===== config.mk =====
export PLATFORM = sky130hd
export DESIGN_NAME = pbei_div_step
export DESIGN_NICKNAME = d
export VERILOG_FILES = /design/src/hw/rtl/pbei_pkg.sv /design/src/hw/rtl/pbei_div_step.sv
export SDC_FILE = /design/constraint.sdc
export NUM_CORES = 1
export LEC_CHECK = 0
export BUFFER_PORTS_ARGS = -buffer_cell sky130_fd_sc_hd__buf_2
export CORE_AREA = 2 2 226 228
export DETAILED_ROUTE_END_ITERATION = 6
export DIE_AREA = 0 0 228 230
export PLACE_DENSITY_LB_ADDON = 0.15
export SETUP_SLACK_MARGIN = 0.05
export SLEW_MARGIN = 20
export SYNTH_ARGS = -nofsm -noshare
export SYNTH_HDL_FRONTEND = slang
export SYNTH_SLANG_ARGS = --single-unit

===== constraint.sdc =====
create_clock -name clk -period 0.9 [get_ports clk]
set_input_delay 0.045 -clock clk [delete_from_list [all_inputs] [get_ports clk]]
set_output_delay 0.045 -clock clk [all_outputs]
set_load 0.1 [all_outputs]

===== src/hw/rtl/pbei_pkg.sv =====
package pbei_pkg;

	localparam int EDGE_COUNT = 12;
	localparam int QBITS      = 17;

	localparam logic [2:0] REG_MIN_X = 3'd0;
	localparam logic [2:0] REG_MIN_Y = 3'd1;
	localparam logic [2:0] REG_MIN_Z = 3'd2;
	localparam logic [2:0] REG_MAX_X = 3'd3;
	localparam logic [2:0] REG_MAX_Y = 3'd4;
	localparam logic [2:0] REG_MAX_Z = 3'd5;

	localparam logic [1:0] EDGE_AXIS [EDGE_COUNT] =
		'{2'd0, 2'd0, 2'd0, 2'd0, 2'd1, 2'd1, 2'd1, 2'd1, 2'd2, 2'd2, 2'd2, 2'd2};
	localparam logic [2:0] EDGE_SEL [EDGE_COUNT] =
		'{3'd0, 3'd2, 3'd4, 3'd6, 3'd0, 3'd1, 3'd4, 3'd5, 3'd0, 3'd1, 3'd2, 3'd3};

	localparam logic [3:0] LAST_EDGE = 4'(EDGE_COUNT - 1);

	typedef struct packed {
		logic signed [31:0] nx;
		logic signed [31:0] ny;
		logic signed [31:0] nz;
		logic signed [32:0] dx;
		logic signed [32:0] dy;
		logic signed [32:0] dz;
		logic signed [31:0] na;
		logic signed [32:0] d;
		logic signed [31:0] ox;
		logic signed [31:0] oy;
		logic signed [31:0] oz;
		logic [1:0]         axis;
		logic [3:0]         idx;
		logic               tail;
	} edge_item_t;

	typedef struct packed {
		logic [66:0]        rem;
		logic [64:0]        den;
		logic [QBITS-1:0]   q;
		logic               neg;
		logic               drop;
		logic signed [32:0] d;
		logic signed [31:0] ox;
		logic signed [31:0] oy;
		logic signed [31:0] oz;
		logic [1:0]         axis;
		logic [3:0]         idx;
		logic               tail;
	} div_item_t;

endpackage


===== src/hw/rtl/pbei_div_step.sv =====
module pbei_div_step import pbei_pkg::*; (
	input  logic      clk,
	input  logic      arst_n,
	input  logic      en,
	input  logic      in_valid,
	input  div_item_t in_item,
	output logic      out_valid,
	output div_item_t out_item
);

	logic        ge;
	logic [66:0] rn;
	div_item_t   nx;

	always_comb begin
		ge     = in_item.rem >= 67'(in_item.den);
		rn     = ge ? in_item.rem - 67'(in_item.den) : in_item.rem;
		nx     = in_item;
		nx.rem = {rn[65:0], 1'b0};
		nx.q   = {in_item.q[QBITS-2:0], ge};
	end

	always_ff @(posedge clk or negedge arst_n) begin
		if (!arst_n) begin
			out_valid <= 1'b0;
		end else if (en) begin
			out_valid <= in_valid;
		end
	end

	always_ff @(posedge clk) begin
		if (en) begin
			out_item <= nx;
		end
	end

endmodule


# --- Word level (Yosys, flattened, before mapping) ---
# Cells that the tools add are included.
word_totals:
  ff_bits: 287
  out_inout_bits: 288
  elab_cells: 16
classes:
  add_sub_neg: 1
  magnitude_cmp: 1
  n_mux: 1
op_table:
  columns: ["cell", "n"]
  rows:
  - ["greater-or-equal comparator 67 x 65 -> 1 bit", 1]
  - ["two-way mux 66 bit", 1]
  - ["subtractor 66 x 65 -> 66 bit", 1]

# --- Longest topological paths before layout ---
logic_depth:
  word_depth: 2
  depth_mapped: 16
  depth_no_buf: 14

# --- Worst setup path before layout ---
# OpenSTA, ideal clock, no wires.
synth_timing:
  path_kind: "in2reg"
  start: "input in_item[220] in the netlist's numbering"
  end: "register out_item[281] in the netlist's numbering, data pin"
  arrival_time_ns: 2.830
  path_slack_ns: -2.191
  stages: 14
  cell_sequence: "inv_1 ha_1 inv_1 fa_1 a21o_1 a221o_1 a221oi_1 o21ai_1 a21bo_2 a221o_1 nor4_1 or2_2 xor2_1 o21ai_0"
synth_between:
  elab_chain_cells: 2
  elab_cells_between_ends: 3
  classes_between: "add/sub: 1; order compare: 1; mux: 1"
synth_rtl:
  columns: ["item", "line", "text"]
  rows:
  - ["start, declared", "pbei_div_step.sv:6", "input div_item_t in_item,"]
  - ["subtractor 66 x 65 -> 66 bit or greater-or-equal comparator 67 x 65 -> 1 bit (tied branches)", "pbei_div_step.sv:17, pbei_div_step.sv:16", null]
  - ["two-way mux 66 bit *", "pbei_div_step.sv:17", "rn = ge ? in_item.rem - 67'(in_item.den) : in_item.rem;"]
  - ["via rn[60]", "pbei_div_step.sv:12", "logic [66:0] rn;"]
  - ["end signal, assigned", "pbei_div_step.sv:33", "out_item <= nx;"]
  - ["end, declared", "pbei_div_step.sv:8", "output div_item_t out_item"]
# Mark *: on every way through the listed nets, which the timed path passes. The rest lies on a longest branch.
# A chain may end at the register's enable or synchronous reset.

# --- Worst setup path after layout ---
# Same ends and word-level chain as after synthesis.

==> run metrics <==
Tmin final 2.56 ns; EDFF count, synth 286; Worst VDD drop approximately 1600 uV; critical path peak fanout 3; DRC 0; CTS tree built; Slowest Stage Delay on Critical Path 0.37 ns; Slowest-stage cell, CP a221o_1; largest net degree at the start of global routing 48; Clock Tree Buf Depth 3; fill cell count roughly 4000; RSZ-0062 raised after global routing yes; M1 wire length about 23000 um; Routed WL between 60000 and 70000 um; final net count 2663; fin. max-slew vios 0; ANT nets after route 0; Seq/Total Area, Yosys 63.0%; yosys warns 0; highest clock rate about 0.39 GHz; post-synth top area cell edfxtp_1; full die area 52400 um^2; fin util 59.8%; Core ar. 49900 um^2; initial antenna violation count 17; Ports a little under 600; CTS Sinks around 290; CP Cell Sequence buf_12, inv_12, ha_4, inv_2, fa_2, a21o_1, a221o_1, a221oi_2, buf_4, o21ai_4, a21bo_2, a221o_1, nor4_1, or2_2, xor2_1, o21ai_0; DP Cell Count 2613; iteration-0 DRC count of the detailed router 567; starting density of the core 27.4%; WHS -0.266 ns; CP bufs+invs 4; Vias/cell 4.48; Die Ht 230 um; CP Data Arrival Time 2.86 ns; Yosys reg bits approximately 290; Setup crit end kind flop; Tot Pwr around 56 mW; FF/Latch Area 8620 um^2; Crit path top cell by count a221o_1; Critical Path RT 1.21 ns; clock skew 0 ns; Die Span X 228 um; top sig layer met5; Hold Crit Class in -> reg; Wirelength per Cell approximately 21 um; clk_lat worst skew 0.54 ns; drt pass-1 iters 4; Final Cycle Share 284%; Clock transition at path regs 0.06 ns; Final Hold Fails 2; syn nets 1454; Setup-failing EPs final roughly 430; syn avg cell area approximately 12 um^2; Crit Path Category in -> reg; pre-CTS setup slack -2.33 ns; GR Overflow Total 0; fraction of layout instances using a drive strength above 1 50.9%; H-tree levels 2; Distinct cells, synth 74; Via Count 13489; vias in the first global route 14209; cell area after synthesis around 14000 um^2; Worst slew margin 61.8%; All-Layer GR Usage 23.0%; top cells by area, synth edfxtp_1 63%, ha_1 5.9%, o21ai_0 3.5%; top-count cell post-synth edfxtp_1; startpoint types input port; Met3 Wirelength between 4000 and 5000 um; number of buffers created by CTS 36; worst-margin pin slew about 0.57 ns; max cap viols 0; Largest delay share family, worst path compound AO/OA/AOI/OAI gates; wire length on met2 31800 um; Area growth, synth to finish 118%; failing checks negative hold slack, negative setup slack; Synth async-reset ratio 0.348%; top-area cell type share of the netlist area 62.8%; Detail Placement HPWL 47100 um; Power per Cell Area 1870 nW/um^2; row cnt 82; Final GP Congestion a little under 0.9; Top FF cell, synth edfxtp_1; CTS Root Cell clkbuf_16; Final WS setup -1.66 ns; leakage power 12.8 nW; multi-input combinational cell area 5540 um^2; Non-Filler Instances 3008; Port Buffers 576; Post-synth top cells 286 x edfxtp_1, 116 x nand2_1, 97 x inv_1, 95 x o21ai_0, 82 x a21oi_1; Syn Inst Count 1097; first-pass GRT wire length 90800 um; status finished, violations left
report_power, final:
| part | switching, mW | internal, mW | leakage, nW |
|---|---|---|---|
| combinational | 14.6 | 9.75 | 9.41 |
| sequential | 1.10 | 16.4 | 2.81 |
| clock | 5.93 | 7.96 | 0.542 |
| total | 21.6 | 34.1 | 12.8 |
through the flow:
| step | area, um^2 | TNS [ns] | hold slack (ns) |
|---|---|---|---|
| after global routing | 29800 | -220.03 | -0.291 |
| after global placement | 24300 | -147.32 | -0.177 |
| after floorplan | 14100 | -125.20 | -0.251 |
| final | 29800 | -202.77 | -0.266 |
| after CTS | 28900 | -206.99 | -0.298 |
| after detailed placement | 24300 | -150.68 | -0.176 |
logic make-up after synthesis:
family,Yosys count,share of synthesized area (%)
xor gates and xnor gates,63,4.04
AOI/OAI and AO/OA,300,13.4
and+or+nand+nor,240,8.21
muxes,4,0.329
DFF,287,63.0
adders and majority gates,66,6.09
buffers and inverters,136,4.89
other,1,0.0274
sequential cells by signal, indices dropped and copies added, names as in the netlist:
signal     cells
out_item     286
out_valid      1
worst paths after layout:
path,startpoint,end,slack [ns],depth (start not counted)
setup / recovery,in_item[220],out_item[281],-1.66,16
hold / removal,in_item[155],out_item[155],-0.27,1
setup reg to reg,out_valid,out_valid,0.02,1
hold reg to reg,out_valid,out_valid,0.61,1
max in group asynchronous,arst_n,out_valid,0.37,3
min in group asynchronous,arst_n,out_valid,0.38,3
layer usage:
metal / track usage (%) / vias up
li1: - / 6497
met1: 24.9 / 6390
met2: 40.6 / 448
met3: 7.81 / 130
met4: 10.1 / 24
met5: 0 / -
cell usage in the layout (no fill, tap or decap), drive strengths merged, types with 8 or more instances in the layout:
cell type    synthesis  routed
nand2              117     117
a21o                31      31
clkbuf              19      51
clkinv               0      16
nand4               24      24
inv                 97      98
nor2                41      41
ha                  65      65
edfxtp             286     286
a211oi               8       8
nor3                11      11
a31oi                8       8
buf                 16     914
o21ai              106     106
xor2                30      30
dlygate4sd3          0     286
xnor2               33      33
a21oi               83      83
o21bai              20      20
repair_timing:
action                                 CTS  global route
buffers inserted                        11            14
gates resized for setup                 98           179
cloned                                   3            12
hold buffers                           289             1
setup endpoints to repair              354           446
endpoints found under the hold margin  325            10
pin swaps                               25            33
layout make-up:
class | count | share of cell area (%)
clock inverter | 20 | 0.571
antenna | 5 | 0.0420
timing repair buffer | 1210 | 44.7
multi-input combinational | 674 | 18.6
clock buffer | 43 | 3.11
inverter | 97 | 1.32
sequential | 287 | 28.9
tap | 672 | 2.82
No activity file was read; power rests on OpenSTA's default activity.
