[src/hw/rtl/pbei_pkg.sv]
package pbei_pkg;

	localparam int EDGE_COUNT = 12;
	localparam int QBITS      = 17;

	localparam logic [2:0] REG_MIN_X = 3'd0;
	localparam logic [2:0] REG_MIN_Y = 3'd1;
	localparam logic [2:0] REG_MIN_Z = 3'd2;
	localparam logic [2:0] REG_MAX_X = 3'd3;
	localparam logic [2:0] REG_MAX_Y = 3'd4;
	localparam logic [2:0] REG_MAX_Z = 3'd5;

	localparam logic [1:0] EDGE_AXIS [EDGE_COUNT] =
		'{2'd0, 2'd0, 2'd0, 2'd0, 2'd1, 2'd1, 2'd1, 2'd1, 2'd2, 2'd2, 2'd2, 2'd2};
	localparam logic [2:0] EDGE_SEL [EDGE_COUNT] =
		'{3'd0, 3'd2, 3'd4, 3'd6, 3'd0, 3'd1, 3'd4, 3'd5, 3'd0, 3'd1, 3'd2, 3'd3};

	localparam logic [3:0] LAST_EDGE = 4'(EDGE_COUNT - 1);

	typedef struct packed {
		logic signed [31:0] nx;
		logic signed [31:0] ny;
		logic signed [31:0] nz;
		logic signed [32:0] dx;
		logic signed [32:0] dy;
		logic signed [32:0] dz;
		logic signed [31:0] na;
		logic signed [32:0] d;
		logic signed [31:0] ox;
		logic signed [31:0] oy;
		logic signed [31:0] oz;
		logic [1:0]         axis;
		logic [3:0]         idx;
		logic               tail;
	} edge_item_t;

	typedef struct packed {
		logic [66:0]        rem;
		logic [64:0]        den;
		logic [QBITS-1:0]   q;
		logic               neg;
		logic               drop;
		logic signed [32:0] d;
		logic signed [31:0] ox;
		logic signed [31:0] oy;
		logic signed [31:0] oz;
		logic [1:0]         axis;
		logic [3:0]         idx;
		logic               tail;
	} div_item_t;

endpackage

[src/hw/rtl/pbei_out.sv]
module pbei_out import pbei_pkg::*; (
	input  logic         clk,
	input  logic         arst_n,
	output logic         en,
	input  logic         in_valid,
	input  div_item_t    in_item,
	output logic         m_axis_tvalid,
	input  logic         m_axis_tready,
	output logic [103:0] m_axis_tdata,
	output logic         m_axis_tlast,
	output logic         m_axis_tuser
);

	logic               va_s1, hit_s1, tail_s1;
	logic signed [50:0] step_s1;
	logic signed [31:0] o_s1 [3];
	logic [1:0]         axis_s1;
	logic [3:0]         idx_s1;
	logic               vb_s2, hit_s2, tail_s2;
	logic signed [31:0] pt_s2 [3];
	logic [3:0]         idx_s2;

	logic               pend_v_q, pend_done_q;
	logic signed [31:0] pend_pt_q [3];
	logic [3:0]         pend_idx_q, pend_cnt_q, cnt_q;

	logic               hit_a;
	logic [50:0]        smag;
	logic [31:0]        mag;
	logic signed [31:0] pt_b [3];

	logic               emit, e_found, e_last;
	logic signed [31:0] e_pt [3];
	logic [3:0]         e_idx, e_cnt;
	logic               pv_n, pd_n;
	logic [3:0]         cnt_n;

	assign en = !m_axis_tvalid || m_axis_tready;

	always_comb begin
		hit_a = !in_item.drop &&
			(in_item.q == '0 || (!in_item.neg && in_item.q <= 17'd65536));
		smag  = step_s1[50] ? 51'(-step_s1) : 51'(step_s1);
		mag   = smag[47:16];
		for (int i = 0; i < 3; i++) begin
			pt_b[i] = o_s1[i];
		end
		pt_b[axis_s1] = o_s1[axis_s1] + (step_s1[50] ? -mag : mag);
	end

	always_comb begin
		emit    = 1'b0;
		e_found = 1'b1;
		e_last  = 1'b0;
		e_pt    = pend_pt_q;
		e_idx   = pend_idx_q;
		e_cnt   = pend_cnt_q;
		pv_n    = pend_v_q;
		pd_n    = pend_done_q;
		cnt_n   = cnt_q;
		if (pend_v_q && pend_done_q) begin
			emit   = 1'b1;
			e_last = 1'b1;
			pv_n   = 1'b0;
			pd_n   = 1'b0;
		end
		if (vb_s2) begin
			if (hit_s2) begin
				cnt_n = cnt_q + 4'd1;
				if (pv_n) begin
					emit = 1'b1;
				end
				if (tail_s2 && !pv_n) begin
					emit    = 1'b1;
					e_last  = 1'b1;
					e_pt    = pt_s2;
					e_idx   = idx_s2;
					e_cnt   = cnt_n;
					pv_n    = 1'b0;
				end else begin
					pd_n = tail_s2;
					pv_n = 1'b1;
				end
			end else if (tail_s2) begin
				emit   = 1'b1;
				e_last = 1'b1;
				if (!pv_n) begin
					e_found = 1'b0;
					e_idx   = '0;
					e_cnt   = '0;
					for (int i = 0; i < 3; i++) begin
						e_pt[i] = '0;
					end
				end
				pv_n = 1'b0;
			end
			if (tail_s2) begin
				cnt_n = '0;
			end
		end
	end

	always_ff @(posedge clk or negedge arst_n) begin
		if (!arst_n) begin
			va_s1         <= 1'b0;
			vb_s2         <= 1'b0;
			pend_v_q      <= 1'b0;
			pend_done_q   <= 1'b0;
			cnt_q         <= '0;
			m_axis_tvalid <= 1'b0;
		end else if (en) begin
			va_s1         <= in_valid;
			vb_s2         <= va_s1;
			pend_v_q      <= pv_n;
			pend_done_q   <= pd_n;
			cnt_q         <= cnt_n;
			m_axis_tvalid <= emit;
		end
	end

	always_ff @(posedge clk) begin
		if (en) begin
			hit_s1  <= hit_a;
			tail_s1 <= in_item.tail;
			step_s1 <= in_item.d * $signed({1'b0, in_item.q});
			o_s1[0] <= in_item.ox;
			o_s1[1] <= in_item.oy;
			o_s1[2] <= in_item.oz;
			axis_s1 <= in_item.axis;
			idx_s1  <= in_item.idx;
			hit_s2  <= hit_s1;
			tail_s2 <= tail_s1;
			pt_s2   <= pt_b;
			idx_s2  <= idx_s1;
			if (vb_s2 && hit_s2) begin
				pend_pt_q  <= pt_s2;
				pend_idx_q <= idx_s2;
				pend_cnt_q <= cnt_q + 4'd1;
			end
			m_axis_tdata <= {e_cnt, e_idx, e_pt[2], e_pt[1], e_pt[0]};
			m_axis_tlast <= e_last;
			m_axis_tuser <= e_found;
		end
	end

	assert property (@(posedge clk) disable iff (!arst_n)
		m_axis_tvalid && !m_axis_tuser |-> m_axis_tlast && m_axis_tdata[103:96] == '0)
		else $error("no-hit result must be last with zero count and index");
	assert property (@(posedge clk) disable iff (!arst_n)
		m_axis_tvalid && m_axis_tuser |-> m_axis_tdata[103:100] != '0)
		else $error("hit result with zero point count");
	assert property (@(posedge clk) disable iff (!arst_n)
		pend_done_q |-> pend_v_q)
		else $error("closed plane without a held point");
	assert property (@(posedge clk) disable iff (!arst_n)
		en && vb_s2 && tail_s2 |=> cnt_q == '0)
		else $error("point count not cleared at end of plane");

endmodule

[config.mk]
export PLATFORM = sky130hd
export DESIGN_NAME = pbei_out
export DESIGN_NICKNAME = d
export VERILOG_FILES = /design/src/hw/rtl/pbei_pkg.sv /design/src/hw/rtl/pbei_out.sv
export SDC_FILE = /design/constraint.sdc
export NUM_CORES = 2
export LEC_CHECK = 0
export BUFFER_PORTS_ARGS = -buffer_cell sky130_fd_sc_hd__buf_2
export CAP_MARGIN = 20
export CORE_UTILIZATION = 30
export CTS_BUF_LIST = sky130_fd_sc_hd__clkbuf_8
export DETAILED_ROUTE_END_ITERATION = 10
export GPL_TIMING_DRIVEN = 0
export PLACE_DENSITY = 0.51
export SLEW_MARGIN = 20
export SYNTH_ARGS = -nofsm -noshare
export SYNTH_HDL_FRONTEND = slang
export SYNTH_SLANG_ARGS = --single-unit
export TNS_END_PERCENT = 1
[constraint.sdc]
create_clock -name clk -period 16.8 [get_ports clk]
set_input_delay 1.68 -clock clk [delete_from_list [all_inputs] [get_ports clk]]
set_output_delay 1.68 -clock clk [all_outputs]
set_load 0.05 [all_outputs]
; After elaboration in Yosys (flattened, before gate mapping)
; Memory sizes are Yosys's and may differ from the RTL's. A register that Yosys moved wholly into a read port is not among the register bits.
; Index checks and enable logic that the tools add are counted.
[word_totals]
register_bits = 380
ramBits = 96
out_inout_bits = 108
word_cells = 98
memories = 1
[classes]
n_addsub = 4
n_mul = 1
order_cmp = 3
n_mux = 44
n_bitwise = 3
reduce_logical = 17
[memory_table]
columns = name, words, width, read_ports, rd_clocked_by_memory_dff, wr, line
row1 = o_s1, 3, 32, 4, 1, 3, pbei_out.sv:16  ; logic signed [31:0] o_s1 [3];
[ops]
columns = op, count
row1 = 96-bit two-way mux, 5
row2 = 96-bit bitwise mux, 1
row3 = 32-bit demux with 2-bit select, 1
row4 = 32-bit two-way mux, 2
row5 = 33-bit by 18-bit multiplier with 51-bit output, 1
row6 = 4-bit two-way mux, 12
row7 = 48-bit two-way mux, 1
row8 = 48-bit negator, 1
row9 = 32-bit adder, 1
row10 = 32-bit negator, 1
row11 = 1-bit two-way mux, 21
row12 = "17-bit <= comparator, second input constant", 1
row13 = 17-bit zero test, 1
row14 = 1-bit logical AND, 6
row15 = "4-bit by 1-bit adder with 4-bit output, second input constant", 1
row16 = 1-bit zero test, 4
row17 = "3-bit >= comparator, second input constant", 1
row18 = "3-bit by 1-bit < comparator with 1-bit output, second input constant", 1
row19 = 2-bit inverter with 3-bit output, 1
row20 = 3-bit AND reduction, 1
row21 = 3-bit OR reduction, 1
row22 = 1-bit logical OR, 2
row23 = 2-bit two-way mux, 1
row24 = 1-bit inverter, 2
row25 = other kinds (2), 2

; Longest topological paths before layout
[depth]
ltp_word = 7
mapped_depth = 26
mapped_depth_nobuf = 24

; Least setup slack after synthesis
; Ideal clock, no wire load.
[synth_path]
kind = input-to-reg
from = input m_axis_tready
to = register cnt_q[0]
setup_time_ns = 0.143
arrival_ns = 14.074
t_required_ns = 16.657
slack_ns = 2.583
stages = 4
path_buffers = 1
cell_sequence = nand2b_1 > clkbuf_1 > o211ai_1 > mux2_2
[synth_via]
elab_chain_cells = 2
[synth_lines]
columns = element, line
row1 = from (decl), pbei_out.sv:8  ; input logic m_axis_tready,
row2 = 1-bit logical OR, pbei_out.sv:38  ; assign en = !m_axis_tvalid || m_axis_tready;
row3 = via en, pbei_out.sv:4  ; output logic en,
row4 = 3-bit AND reduction (no line), n/a
row5 = to (signal assigned), pbei_out.sv:116  ; cnt_q <= cnt_n;
row6 = to (decl), pbei_out.sv:25  ; logic [3:0] pend_idx_q, pend_cnt_q, cnt_q;
; The timed path passes the listed nets, and every way through them passes these cells.
; A chain may end at the register's enable or synchronous reset.

; Worst setup path in the final report
[layout_path]
from = input in_item[148] in the netlist's numbering
to = register step_s1[50] (data pin)
[layout_via]
elab_chain_cells = 1
[layout_lines]
columns = element, line
row1 = from (decl), pbei_out.sv:6  ; input div_item_t in_item,
row2 = 33-bit by 18-bit multiplier with 51-bit output, pbei_out.sv:125  ; step_s1 <= in_item.d * $signed({1'b0, in_item.q});
row3 = to (signal assigned), pbei_out.sv:125
row4 = to (decl), pbei_out.sv:15  ; logic signed [50:0] step_s1;
; No other way between the ends.

==> out/results.txt <==
status: finished clean
Pre-Repair DR Iteration Count: 5
cts hold-fix bufs: 0
layout overhead on the synthesized area: 12.97%
Buffers on Ports: 253
register area share after synthesis: 36.02%
final setup vio count: 0
mux share of post-synthesis cell area: 1.384%
Starting DRT DRC Count: 2,036
RSZ-0062 raised after global routing: false
post-synthesis simple-gate area fraction: 13.86%
largest family of logic cells by synthesized area: adder cells
die width: 364.9 µm
Slew headroom: 21.92%
post-synthesis cell count: 3,743
vias per cell: 4.644
vias in the first global route: 28,100
largest net degree at the start of global routing: 61
core box area: 130,100 µm²
startpoint types: primary input
CTS Sinks: 476
Worst path top cell family by delay: adder cells
WL final: 121,500 µm
DRC violations left: 0
Achievable Freq: 107.3 MHz
Max FO, Critical Path: 10
Synth Area in Compound Gates: 6.936%
placed cells: 5,747
final antenna-violating net count: 0
post-CTS setup buffer count: 0
CTS tree: yes
EDFF count, synth: 465
FFs w/ async S/R, synth: 1.891%
prevailing post-synth register cell: edfxtp_1
H-tree depth: 3
Synth top area share: 35.34%
CTS root buf: clkbuf_8
worst-skew pair later-pin latency: 0.68 ns
gr usage total: 18.20%
post-CTS resize count: 0
yosys synthesis warning count: 0
cell mode on critical path: fa_1
max_cap viols: 0
clk_skew: 0.04088 ns
most area-consuming cells after synthesis: edfxtp_1, fa_1, nand2_1
row cnt: 132
Post-Syn Area: 39,510 µm²
syn_area_per_cell: 10.55 µm²
Hold Vio Cnt, Final: 0
Worst-Margin Slew: 1.171 ns
WL/cell: 20.64 µm
min cycle time layout: 9.316 ns
CTS Buf Count: 77
Buf+Inv Stages, Crit Path: 6
gpl congestion: 0.8962
post-route insts no fill: 5,888
Slew Viols, Final: 0
post-DP HPWL: 98,950 µm
CTS Buffer Depth: 3
leading area contributor after synthesis: edfxtp_1
Syn Nets: 4,724
total grt overflow: 0
Ports: 399
Synth Area in Adders: 32.08%
Hold Crit Class: reg -> reg
Max stage delay cell, worst path: clkbuf_1
initial antenna violation count: 14
critical path's largest stage delay: 0.70 ns
CP endpoint kind: flip-flop
commonest cells in the netlist: nand2_1, inv_1, fa_1, edfxtp_1, o21ai_0
post-synthesis xor/xnor area fraction: 2.660%
Die Span Y: 364.9 µm
WP data required: 17.25 ns
vias post-DR: 27,340
CP Cell Sequence: clkbuf_1 -> clkbuf_1 -> nand2_1 -> fa_1 -> inv_1 -> fa_1 -> inv_1 -> fa_1 -> inv_1 -> fa_1 -> fa_1 -> fa_1 -> ha_1 -> clkbuf_1 -> nand3_1 -> nor4_1 -> o2111ai_1 -> nand3_1 -> a21oi_1 -> a2111oi_0 -> o21ai_0 -> nand2b_1 -> a211o_1 -> xnor2_1
first-pass GRT wire length: 178,800 µm
top-count cell post-synth: nand2_1
Yosys reg bits: 476
full die area: 133,100 µm²
CTS clk-pin slew, worst paths: 0.06 ns
Worst EP arrival: 9.76 ns
nets@finish: 5,065
Yosys cell types: 71
Crit Path Class: in -> reg
initial core utilization: 30.36%
fraction of layout cells with a size suffix above 1: 9.826%
fin crit share: 55.45%
flip-flops by register name, indices dropped and copies added, names as in the netlist, 49 cells and up, named ones only:
name	cells
m_axis_tdata	104
o_s1	96
pend_pt_q	96
pt_s2	96
step_s1	49
through the flow:
stage                     worst slack [ns]  util, %  TNS, ns  hold slack [ns]  cell area, µm²
after CTS                            7.433    34.28        0           0.4184           44620
final                                7.484    34.29        0           0.4202           44630
after global routing                 7.022    34.29        0           0.4273           44620
after floorplan                      2.583        -        0           0.4003           39510
after detailed placement             6.699    33.17        0           0.4052           43170
after global placement              -3.169    33.00  -255.65           0.4056           42950
path summary, 6_finish.rpt:
path / startpoint / to / slack (ns) / cells past startpoint
min in group asynchronous: arst_n / vb_s2 / 0.86 / 1
max in group asynchronous: arst_n / cnt_q[0] / 15.74 / 1
max reg2reg: step_s1[13] / pt_s2[63] / 9.98 / 23
min reg2reg: idx_s1[3] / idx_s2[3] / 0.42 / 0
max: in_item[148] / step_s1[50] / 7.48 / 24
min: idx_s1[3] / idx_s2[3] / 0.42 / 0
layout make-up:
class,instances,area [µm²]
Clock inverter,57,346.6
Inverter,552,2077
Timing Repair Buffer,262,1476
Fill cell,13450,85520
Antenna cell,4,10.01
Tap cell,1742,2180
Multi-Input combinational cell,2532,22490
Sequential cell,476,14230
Clock buffer,80,1101
Buffer,183,721.9
metal layers:
metal | track usage (%) | share of wire [%] | vias to the layer above
li1 | - | - | 12730
met1 | 23.71 | 44 | 13530
met2 | 29.35 | 46 | 937
met3 | 4.612 | 7.8 | 148
met4 | 6.088 | 2.9 | 6
met5 | 0 | 0.030 | -
cells in the final DEF, fill, tap and decap left out, types with 22 or more instances in the layout:
cell type,n
nand2_1,734
inv_1,571
fa_1,537
edfxtp_1,465
o21ai_0,283
buf_2,254
and2_1,231
clkbuf_1,171
ha_1,153
xnor2_1,80
clkbuf_8,80
a21oi_1,77
nor2_1,58
mux2i_1,40
xor2_1,40
a21o_1,32
nand3_1,29
clkinv_1,22
logic make-up (layout without fill, tap and decap cells):
kind of cell | after synthesis | count (layout)
simple gates | 1188 | 1188
buf+inv | 735 | 1134
fa+ha+maj | 691 | 691
compound gates | 480 | 480
flops | 476 | 476
xor+xnor | 120 | 120
mux | 53 | 53
other cells | 0 | 4
Power is left out: the tool's default activity adds up to more than one toggle a clock period on the data nets, which glitch-free logic cannot reach.
