===== src/hw/rtl/pbei_pkg.sv =====
package pbei_pkg;

	localparam int EDGE_COUNT = 12;
	localparam int QBITS      = 17;

	localparam logic [2:0] REG_MIN_X = 3'd0;
	localparam logic [2:0] REG_MIN_Y = 3'd1;
	localparam logic [2:0] REG_MIN_Z = 3'd2;
	localparam logic [2:0] REG_MAX_X = 3'd3;
	localparam logic [2:0] REG_MAX_Y = 3'd4;
	localparam logic [2:0] REG_MAX_Z = 3'd5;

	localparam logic [1:0] EDGE_AXIS [EDGE_COUNT] =
		'{2'd0, 2'd0, 2'd0, 2'd0, 2'd1, 2'd1, 2'd1, 2'd1, 2'd2, 2'd2, 2'd2, 2'd2};
	localparam logic [2:0] EDGE_SEL [EDGE_COUNT] =
		'{3'd0, 3'd2, 3'd4, 3'd6, 3'd0, 3'd1, 3'd4, 3'd5, 3'd0, 3'd1, 3'd2, 3'd3};

	localparam logic [3:0] LAST_EDGE = 4'(EDGE_COUNT - 1);

	typedef struct packed {
		logic signed [31:0] nx;
		logic signed [31:0] ny;
		logic signed [31:0] nz;
		logic signed [32:0] dx;
		logic signed [32:0] dy;
		logic signed [32:0] dz;
		logic signed [31:0] na;
		logic signed [32:0] d;
		logic signed [31:0] ox;
		logic signed [31:0] oy;
		logic signed [31:0] oz;
		logic [1:0]         axis;
		logic [3:0]         idx;
		logic               tail;
	} edge_item_t;

	typedef struct packed {
		logic [66:0]        rem;
		logic [64:0]        den;
		logic [QBITS-1:0]   q;
		logic               neg;
		logic               drop;
		logic signed [32:0] d;
		logic signed [31:0] ox;
		logic signed [31:0] oy;
		logic signed [31:0] oz;
		logic [1:0]         axis;
		logic [3:0]         idx;
		logic               tail;
	} div_item_t;

endpackage


===== src/hw/rtl/pbei_edge_gen.sv =====
module pbei_edge_gen import pbei_pkg::*; (
	input  logic               clk,
	input  logic               arst_n,
	input  logic               en,
	input  logic               in_valid,
	output logic               in_ready,
	input  logic [191:0]       in_data,
	input  logic signed [31:0] lo [3],
	input  logic signed [31:0] hi [3],
	output logic               out_valid,
	output edge_item_t         out_item
);

	logic               busy_q;
	logic [3:0]         edge_q;
	logic signed [31:0] n_q [3];
	logic signed [31:0] p_q [3];
	logic signed [31:0] o [3];
	logic [1:0]         a;
	logic               accept;
	edge_item_t         item;

	assign in_ready = en && (!busy_q || edge_q == LAST_EDGE);
	assign accept   = in_valid && in_ready;

	always_comb begin
		a = EDGE_AXIS[edge_q];
		for (int i = 0; i < 3; i++) begin
			o[i] = EDGE_SEL[edge_q][i] ? hi[i] : lo[i];
		end
		item.nx   = n_q[0];
		item.ny   = n_q[1];
		item.nz   = n_q[2];
		item.dx   = 33'(p_q[0]) - 33'(o[0]);
		item.dy   = 33'(p_q[1]) - 33'(o[1]);
		item.dz   = 33'(p_q[2]) - 33'(o[2]);
		item.na   = n_q[a];
		item.d    = 33'(hi[a]) - 33'(lo[a]);
		item.ox   = o[0];
		item.oy   = o[1];
		item.oz   = o[2];
		item.axis = a;
		item.idx  = edge_q;
		item.tail = (edge_q == LAST_EDGE);
	end

	always_ff @(posedge clk or negedge arst_n) begin
		if (!arst_n) begin
			busy_q    <= 1'b0;
			edge_q    <= '0;
			out_valid <= 1'b0;
		end else if (en) begin
			out_valid <= busy_q;
			if (accept) begin
				busy_q <= 1'b1;
				edge_q <= '0;
			end else if (busy_q) begin
				if (edge_q == LAST_EDGE) begin
					busy_q <= 1'b0;
					edge_q <= '0;
				end else begin
					edge_q <= edge_q + 4'd1;
				end
			end
		end
	end

	always_ff @(posedge clk) begin
		if (en) begin
			out_item <= item;
			if (accept) begin
				for (int i = 0; i < 3; i++) begin
					n_q[i] <= in_data[32*i +: 32];
					p_q[i] <= in_data[96 + 32*i +: 32];
				end
			end
		end
	end

endmodule


===== config.mk =====
export PLATFORM = sky130hd
export DESIGN_NAME = pbei_edge_gen
export DESIGN_NICKNAME = d
export VERILOG_FILES = /design/src/hw/rtl/pbei_pkg.sv /design/src/hw/rtl/pbei_edge_gen.sv
export SDC_FILE = /design/constraint.sdc
export NUM_CORES = 1
export LEC_CHECK = 0
export ABC_AREA = 1
export ABC_CLOCK_PERIOD_IN_PS = 5400
export BUFFER_PORTS_ARGS = -buffer_cell sky130_fd_sc_hd__buf_4
export CORE_UTILIZATION = 32
export CTS_BUF_LIST = sky130_fd_sc_hd__clkbuf_8
export CTS_CLUSTER_DIAMETER = 200
export DETAILED_ROUTE_END_ITERATION = 16
export GPL_TIMING_DRIVEN = 0
export HOLD_SLACK_MARGIN = 0.1
export PLACE_DENSITY_LB_ADDON = 0.25
export SYNTH_ARGS = -nofsm -noshare
export SYNTH_HDL_FRONTEND = slang
export SYNTH_SLANG_ARGS = --single-unit

===== constraint.sdc =====
create_clock -name clk -period 5.4 [get_ports clk]
set_input_delay 0 -clock clk [delete_from_list [all_inputs] [get_ports clk]]
set_output_delay 0 -clock clk [all_outputs]
set_load 0.1 [all_outputs]

# After elaboration in Yosys (flattened, before gate mapping)

Memory sizes are Yosys's and may differ from the RTL's. A register that Yosys moved wholly into a read port is not among the register bits.
Index checks and enable logic that the tools add are counted.

Register bits: 241
RAM bits: 192
Memory bits (read-only): 80
Input bits: 388
Output and inout bits: 365
Memories: 4

Memories:

| memory           | depth | width | read ports | clocked after Yosys merged registers in | write ports | RTL line            | RTL |
|---|---|---|---|---|---|---|---|
| n_q              | 3     | 32    | 4          | 4                                       | 3           | pbei_edge_gen.sv:16 | `logic signed [31:0] n_q [3];` |
| p_q              | 3     | 32    | 3          | 0                                       | 3           | pbei_edge_gen.sv:17 | `logic signed [31:0] p_q [3];` |
| (name not given) | 16    | 3     | 1          | 0                                       | 0           | pbei_edge_gen.sv:29 | `o[i] = EDGE_SEL[edge_q][i] ? hi[i] : lo[i];` |
| (name not given) | 16    | 2     | 1          | 0                                       | 0           | pbei_edge_gen.sv:27 | `a = EDGE_AXIS[edge_q];` |

Add/subtract/negate cells: 5
$lt $le $gt $ge: 2
Eq/ne operators: 1
Muxes and demuxes: 22
Bitwise operators: 2
Reductions and logical operators: 6

Operator list:

| cell                                                           | count |
|---|---|
| 32-bit two-way mux                                             | 7 |
| 32-bit by 32-bit subtractor with 33-bit output                 | 4 |
| 32-bit binary-select mux with 2-bit select                     | 2 |
| 4-bit two-way mux                                              | 3 |
| 1-bit two-way mux                                              | 6 |
| 3-bit two-way mux                                              | 2 |
| 5-bit greater-or-equal comparator (second input constant)      | 1 |
| 4-bit NOT with 5-bit output                                    | 1 |
| 4-bit by 1-bit adder with 4-bit output (second input constant) | 1 |
| 4-bit == test (second input constant)                          | 1 |
| 2-bit two-way mux                                              | 2 |
| 3-bit greater-or-equal comparator (second input constant)      | 1 |
| 2-bit NOT with 3-bit output                                    | 1 |
| 1-bit logical AND                                              | 2 |
| 2-bit AND reduction                                            | 1 |
| 2-bit nonzero test                                             | 1 |
| 1-bit logical NOT                                              | 1 |
| 1-bit logical OR                                               | 1 |

# Longest topological paths before layout

Gate-level depths: netlist (run 1).

Depth in word-level cells: 9
Depth in mapped cells: 23
Gate-level depth less buffers: 20

# Worst setup path after synthesis (run 1)

OpenSTA, ideal clock, no wires.

Kind: reg-to-reg
From: register edge_q[0]
To: memory n_q[0][0] (enable)
Arrival time: 6.585 ns
Setup slack: -1.730 ns
Stages on the path, launching flop included: 8
Clock period less this slack: 7.130 ns
Path through: dfrtp_1 ha_1 inv_1 nor3_1 inv_1 a21oi_1 nand2_1 inv_1

RTL lines:

| what                   | RTL line            | RTL |
|---|---|---|
| start, declared        | pbei_edge_gen.sv:15 | `logic [3:0] edge_q;` |
| start signal, assigned | pbei_edge_gen.sv:62 | `edge_q <= edge_q + 4'd1;` |
| end, declared          | pbei_edge_gen.sv:16 |  |

==> flow_metrics.env, run 1 <==
export IMPL_status="finished, final reports clean"
export IMPL_min_path_cells=4
export IMPL_path_class="flop to flop"
export IMPL_critPathTopFamily="simple AND/OR/NAND/NOR gates"
export IMPL_p_seq_share_pct=22.9
export IMPL_yosysWarnings=0
export IMPL_reg2reg_depth=19
export IMPL_rows=109
export IMPL_numCtsBuffers=100
export IMPL_fmax_mhz=201
export IMPL_arrival_ns=5.49
export IMPL_initial_core_util_pct=32.3
export IMPL_portBuffers=752
export IMPL_cp_slowest_stage_delay_ns=0.60
export IMPL_core_mm2=0.0884
export IMPL_crit_top_cell="nand2_1"
export IMPL_vias=27500
export IMPL_clk_pin_slew_ns=0.06
export IMPL_drv_slew=0
export IMPL_fp_dieH_um=301
export IMPL_period_share_pct=92.3
export IMPL_die_area_mm2=0.0904
export IMPL_synthCells=2898
export IMPL_synth_edf_count=554
export IMPL_hold_buffers=656
export IMPL_min_path_type="input port to flop"
export IMPL_vias_per_cell=4.85
export IMPL_synth_seq_cells=560
export IMPL_power_frac_comb_pct=63.0
export IMPL_vdd_drop_max_mv=0.496
export IMPL_p_int_w=0.0132
export IMPL_grt_total_usage_pct=28.5
export IMPL_path_buf_inv=3
export IMPL_wl_mm=132
export IMPL_grt_max_degree=116
export IMPL_drive_gt1_share_pct=21.6
export IMPL_ys_flop_type="edfxtp_1"
export IMPL_crit_path_top_delay_cell="clkbuf_1"
export IMPL_drc_errors=0
export IMPL_setup_worst_path_start_class="flop"
export IMPL_clockBufferDepth=3
export IMPL_path_cells="nor2_4 -> nand2_4 -> nand2_4 -> buf_6 -> buf_2 -> clkbuf_1 -> o21ai_0 -> ha_1 -> fa_1 -> o21bai_1 -> nand2_1 -> nand2_1 -> nand2_1 -> nand2_1 -> nand3_1 -> nand3_2 -> nand3_1 -> nand3_1 -> nand2_1"
export IMPL_htreeDepth=3
export IMPL_rsz0062_at_grt="false"
export IMPL_worst_path_stages=19
export IMPL_synthesis_area_mm2=0.0285
export IMPL_ant_nets=0
export IMPL_overflow=0
export IMPL_finalHoldViolations=0
export IMPL_pwr_share_clk_pct=14.2
export IMPL_synth_seq_area_share_pct=58.8
export IMPL_area_growth_pct=55.7
export IMPL_worstPathMaxFanout=10
export IMPL_maxCapViolCount=0
export IMPL_drt_iter0_markers=2156
export IMPL_skew_ns=0.0456
export IMPL_firstDrtPassIters=6
export IMPL_power_leakage_nw=20.1
export IMPL_tightestPinTransition_ns=1.42
export IMPL_fin_nets=4921
export IMPL_finalSetupViolCount=0
export IMPL_syn_area_per_cell_um2=9.85
export IMPL_die_w_um=301
export IMPL_grt_pass1_vias=27300
export IMPL_cts_resized=0
export IMPL_insertion_delay_ns=0.77
export IMPL_cts_tree="built"
export IMPL_hold_ws_ns=0.186
export IMPL_dp_cells=4827
export IMPL_grt_pass1_wl_mm=185
export IMPL_wl_per_cell_um=23.2
export IMPL_antenna_found_initial=14
export IMPL_power_density_mw_per_mm2=645
export IMPL_final_core_util_pct=50.3
export IMPL_hpwl_mm=103
export IMPL_final_cells=5675
export IMPL_required_ns=5.91
export IMPL_relSlewSlack_pct=4.61
export IMPL_ys_types=51
export IMPL_finalCriticalPeriod_ns=4.98
export IMPL_syn_num_nets=3399
export IMPL_gp_congestion=0.983
export IMPL_async_flop_share_pct=1.07
export IMPL_p_switching_w=0.0155
export IMPL_postCtsSetupBuffers=0
export IMPL_num_fill_cells=8246
export IMPL_cts_sinks=560
export IMPL_clockRootBuffer="clkbuf_8"
export IMPL_ioPinCount=753
export IMPL_swShare_pct=54.0
export IMPL_end_kind="flop"
## kinds of logic after synthesis
family	Yosys count	synth area share, %
xor+xnor	93	2.85
fa+ha+maj	113	5.06
simple gates	1269	18.7
buf+inv	459	6.22
compound gates	404	8.33
flops	560	58.8
## routing by layer
metal / share of wire, % / vias up / track usage (%)
met3: 6.6 / 225 / 5.14
met1: 42 / 13200 / 36.9
li1: - / 12900 / -
met2: 48 / 1107 / 47.3
met4: 3.8 / 8 / 11.0
met5: 0.031 / - / 0
## tightest hold or removal path, stage by stage
cell and delay (ns):
buf_4 0.12, o221ai_1 0.25, ha_1 0.23, xnor2_1 0.14
## power by group through the flow
stage	clock [W]	combinational, W	sequential [W]
final	0.00407	0.0181	0.00656
after global placement	0	0.0167	0.00665
after global routing	0.00436	0.0191	0.00664
after detailed placement	0	0.0167	0.00663
after floorplan	0	0.00603	0.0124
after CTS	0.00417	0.0180	0.00656
## synth_stat cells, types with 9 or more instances
library cell  count  share of area (%)
nand2_1         818                 11
nor2_2            9               0.20
o221ai_1         19               0.58
edfxtp_1        554                 58
nand2_2          19               0.42
xor2_1           75                2.3
ha_1            109                4.8
a21o_1           16               0.42
o21ai_0         156                2.7
o21bai_1         13               0.34
clkbuf_1         38               0.50
inv_1           398                5.2
a21oi_1         111                1.9
or2_2            17               0.37
nor2_1          132                1.7
a22oi_1          33               0.87
nand4_1          21               0.46
nor3_1           23               0.40
xnor2_1          18               0.55
nand3_1         204                3.6
## path summary, 6_finish.rpt
kind	from	endpoint	slack [ns]
setup / recovery	edge_q[2]	out_item[223]	0.42
hold / removal	lo[91]	out_item[130]	0.19
setup reg to reg	edge_q[2]	out_item[223]	0.42
hold reg to reg	n_q[2][28]	out_item[295]	0.44
max in group asynchronous	arst_n	out_valid	4.96
min in group asynchronous	arst_n	edge_q[1]	0.22
## cell usage in the layout, fill, tap and decap left out, types with 38 or more instances in the layout
cell type / synthesis / final
nand2_1: 818 / 818
buf_4: 3 / 757
dlygate4sd3_1: 0 / 656
edfxtp_1: 554 / 554
inv_1: 398 / 428
nand3_1: 204 / 204
o21ai_0: 156 / 152
nor2_1: 132 / 132
a21oi_1: 111 / 111
ha_1: 109 / 109
clkbuf_8: 0 / 100
xor2_1: 75 / 75
clkbuf_1: 38 / 38
## state kept, by name, indices dropped and copies added (netlist names)
| name | cells |
|---|---|
| out_valid | 1 |
| edge_q | 4 |
| n_q | 96 |
| busy_q | 1 |
| out_item | 362 |
| p_q | 96 |
## stage by stage
step | power, W | setup WS (ns) | TNS [ns] | cell area, µm²
2_1_floorplan | 0.0184 | 0.00937 | 0 | 28500
3_3_place_gp | 0.0234 | -2.76 | -518.10 | 35700
3_5_place_dp | 0.0233 | 0.425 | 0 | 35900
4_1_cts | 0.0287 | 0.386 | 0 | 44400
5_1_grt | 0.0301 | 0.0890 | 0 | 44400
6_report | 0.0287 | 0.418 | 0 | 44500
## cell type report
cell class	instances	area (µm²)	share of cell area, %
diodes	10	25.0	0.0563
plain buffers	53	251	0.566
clock buffers	100	1380	3.10
clock inverters	82	604	1.36
inverters	406	1530	3.44
multi-input cells	1879	9980	22.5
flip-flops and latches	560	16800	37.8
well taps	1165	1460	3.28
repair buffers	1420	12400	28.0
Power figures use the tool's default switching activity.
==> run 2, diff against run 1 <==
--- a/config.mk
+++ b/config.mk
@@ -5,8 +5,7 @@
 export SDC_FILE = /design/constraint.sdc
 export NUM_CORES = 1
 export LEC_CHECK = 0
-export ABC_AREA = 1
-export ABC_CLOCK_PERIOD_IN_PS = 5400
+export ABC_CLOCK_PERIOD_IN_PS = 4240
 export BUFFER_PORTS_ARGS = -buffer_cell sky130_fd_sc_hd__buf_4
 export CORE_UTILIZATION = 32
 export CTS_BUF_LIST = sky130_fd_sc_hd__clkbuf_8
==> constraint.sdc (replaced) <==
create_clock -name clk -period 4.24 [get_ports clk]
set_input_delay 0 -clock clk [delete_from_list [all_inputs] [get_ports clk]]
set_output_delay 0 -clock clk [all_outputs]
set_load 0.1 [all_outputs]
==> flow_metrics.env, run 2 <==
export IMPL_finalHoldViolations=0
export IMPL_rows=106
export IMPL_drc_errors=0
export IMPL_fmax_mhz=231
export IMPL_async_flop_share_pct=1.07
export IMPL_finalSetupViolCount=2
export IMPL_clk_pin_slew_ns=0.06
export IMPL_yosysWarnings=0
export IMPL_antenna_found_initial=12
export IMPL_grt_max_degree=110
export IMPL_syn_area_per_cell_um2=13.0
export IMPL_design_area_mm2=0.0447
export IMPL_synthSimpleGateAreaFrac_pct=7.41
export IMPL_synthTopCellsByCount="554 x edfxtp_1, 175 x mux2i_1, 150 x inv_1"
export IMPL_drive_gt1_share_pct=30.0
export IMPL_largest_reg_flops=362
export IMPL_synth_compound_area_share_pct=10.1
export IMPL_final_common_cell="buf_4"
export IMPL_gp_congestion=0.972
export IMPL_setup_worst_path_start_class="flop"
export IMPL_grt_pass1_vias=25200
export IMPL_maxCapViolCount=0
export IMPL_synth_mux_area_share_pct=6.99
export IMPL_grt_total_usage_pct=24.7
export IMPL_fp_dieH_um=292
export IMPL_vias=24100
export IMPL_yosys_area_top_type="edfxtp_1"
export IMPL_hpwl_mm=78.3
export IMPL_synth_seq_cells=560
export IMPL_ant_nets=0
export IMPL_firstDrtPassIters=7
export IMPL_finalCriticalPeriod_ns=4.33
export IMPL_core_mm2=0.0836
export IMPL_initial_core_util_pct=32.3
export IMPL_synthCells=2069
export IMPL_final_cell_mix="808 x buf_4, 699 x dlygate4sd3_1, 554 x edfxtp_1, 174 x inv_1, 154 x mux2i_1"
export IMPL_netlist_area_leader_share_pct=61.7
export IMPL_cts_tree="built"
export IMPL_portBuffers=752
export IMPL_fin_nets=4190
export IMPL_fin_tns_setup_ns=-0.157
export IMPL_htreeDepth=3
export IMPL_die_w_um=292
export IMPL_vias_per_cell=4.97
export IMPL_cts_sinks=560
export IMPL_die_area_mm2=0.0854
export IMPL_violations="setup timing"
export IMPL_wl_per_cell_um=22.6
export IMPL_yosys_top_cells_area="edfxtp_1 62%, mux2i_1 6.5%, ha_1 5.1%"
export IMPL_syn_num_nets=2570
export IMPL_required_ns=4.70
export IMPL_p_total_w=0.0296
export IMPL_yosysMostFrequentCell="edfxtp_1"
export IMPL_synth_edf_count=554
export IMPL_power_leakage_nw=19.1
export IMPL_post_place_ws_ns=-2.66
export IMPL_relSlewSlack_pct=40.3
export IMPL_synthAdderAreaFrac_pct=6.18
export IMPL_ys_types=82
export IMPL_top_register="out_item"
export IMPL_synth_xor_area_share_pct=4.00
export IMPL_grt_pass1_wl_mm=157
export IMPL_worstPathMaxFanout=7
export IMPL_largest_registers="out_item x362, n_q x96, p_q x96"
export IMPL_clockBufferDepth=3
export IMPL_period_share_pct=102
export IMPL_ioPinCount=753
export IMPL_insertion_delay_ns=0.76
export IMPL_path_class="flop to flop"
export IMPL_skew_ns=0.0513
export IMPL_num_fill_cells=7093
export IMPL_vdd_drop_max_mv=0.374
export IMPL_synthesis_area_mm2=0.0270
export IMPL_synth_seq_area_share_pct=62.3
export IMPL_drt_iter0_markers=1577
export IMPL_min_path_type="input port to flop"
export IMPL_power_density_mw_per_mm2=663
export IMPL_numCtsBuffers=102
export IMPL_clockRootBuffer="clkbuf_8"
export IMPL_placement_cell_area_mm2=0.0342
export IMPL_hold_ws_ns=0.191
export IMPL_rsz0062_at_grt="true"
export IMPL_ys_flop_type="edfxtp_1"
export IMPL_synth_top_family_by_area="compound AO/OA/AOI/OAI gates"
export IMPL_area_growth_pct=65.7
export IMPL_fin_ws_ns=-0.0899
export IMPL_end_kind="flop"
export IMPL_wl_mm=109
export IMPL_tightestPinTransition_ns=0.878
export IMPL_drv_slew=0
export IMPL_status="finished with violations"
export IMPL_overflow=0
export IMPL_arrival_ns=4.79
[run 2: changes by cell type in the layout (fill, tap and decap cells not counted), sizes merged, moves of 25 or more]
cell | previous run | this run
nand2 | 840 | 142
inv | 443 | 180
mux2i | 0 | 179
nand3 | 209 | 35
xnor2 | 18 | 80
buf | 779 | 840
nor2 | 146 | 98
dlygate4sd3 | 656 | 699
o21ai | 166 | 130
a22oi | 33 | 1
xor2 | 75 | 43
nor2b | 0 | 25
[run 2: critical path, stage by stage, from the launching register on]
cell and delay [ns]:
dfrtp_1 0.38, buf_6 0.14, or3b_4 0.43, nand2_8 0.10, buf_12 0.12, mux2_4 0.33, ha_4 0.19, nand3b_1 0.21
a21oi_2 0.19, a31oi_2 0.08, o32ai_4 0.35, a41oi_4 0.20, or4b_4 0.57, a31oi_4 0.25, a41o_1 0.29, nor2_1 0.08
xnor2_1 0.15
[run 2: logic make-up (layout without fill, tap and decap cells)]
logic type,after synthesis,after routing
compound gates,438,438
xor+xnor,123,123
fa+ha+maj,135,135
buf+inv,211,1906
flops,560,560
mux,186,186
other cells,0,3
simple gates,416,416
[run 2: per-layer routing]
metal	global-route usage, %	vias to the layer above	part of all wire (%)	wire length (µm)
met1	29.6	11800	39	42900
met5	0	-	0.12	128
met3	6.23	258	7.9	8640
met2	42.6	1074	49	53600
li1	-	11000	-	-
met4	9.68	18	3.8	4180
[run 2: final timing paths]
check | from | endpoint | slack (ns) | depth (start not counted)
setup / recovery | edge_q[0] | out_item[230] | -0.09 | 16
min in group asynchronous | arst_n | busy_q | 0.32 | 3
hold reg to reg | n_q[2][18] | out_item[285] | 0.41 | 0
max in group asynchronous | arst_n | edge_q[2] | 3.69 | 3
hold / removal | hi[49] | out_item[56] | 0.19 | 3
setup reg to reg | edge_q[0] | out_item[230] | -0.09 | 16
[run 2: layout make-up]
| type | instances | area (µm²) | area share, % |
|---|---|---|---|
| Sequential cell | 560 | 16800 | 37.6 |
| Clock inverter | 77 | 499 | 1.12 |
| Clock buffer | 102 | 1400 | 3.14 |
| Inverter | 150 | 563 | 1.26 |
| Antenna cell | 3 | 7.51 | 0.0168 |
| Buffer | 57 | 480 | 1.08 |
| Timing Repair Buffer | 1520 | 13400 | 29.9 |
| Tap cell | 1080 | 1350 | 3.02 |
| Multi-Input combinational cell | 1298 | 10200 | 22.9 |
[run 2: what timing repair did]
action | 4_1_cts | 5_1_grt
hold buffers | 698 | 1
resized for setup | 180 | 88
pin swaps | 31 | 50
hold endpoints to repair | 575 | 1
setup buffers | 40 | 23
endpoints found under the setup margin | 106 | 45
[run 2: per-stage QoR]
stage                     utilization, %  cells
final                               53.5   4847
after global routing                53.5   4846
after CTS                           52.9   4823
after detailed placement            40.9   3907
after global placement              40.7   3901
after floorplan                        -   2069
[run 2: where the power goes]
| group | internal [W] | switching, W | leakage, nW | total [W] |
|---|---|---|---|---|
| clock network | 0.00247 | 0.00251 | 1.06 | 0.00498 |
| logic | 0.00544 | 0.0114 | 12.7 | 0.0168 |
| registers | 0.00747 | 0.000349 | 5.34 | 0.00782 |
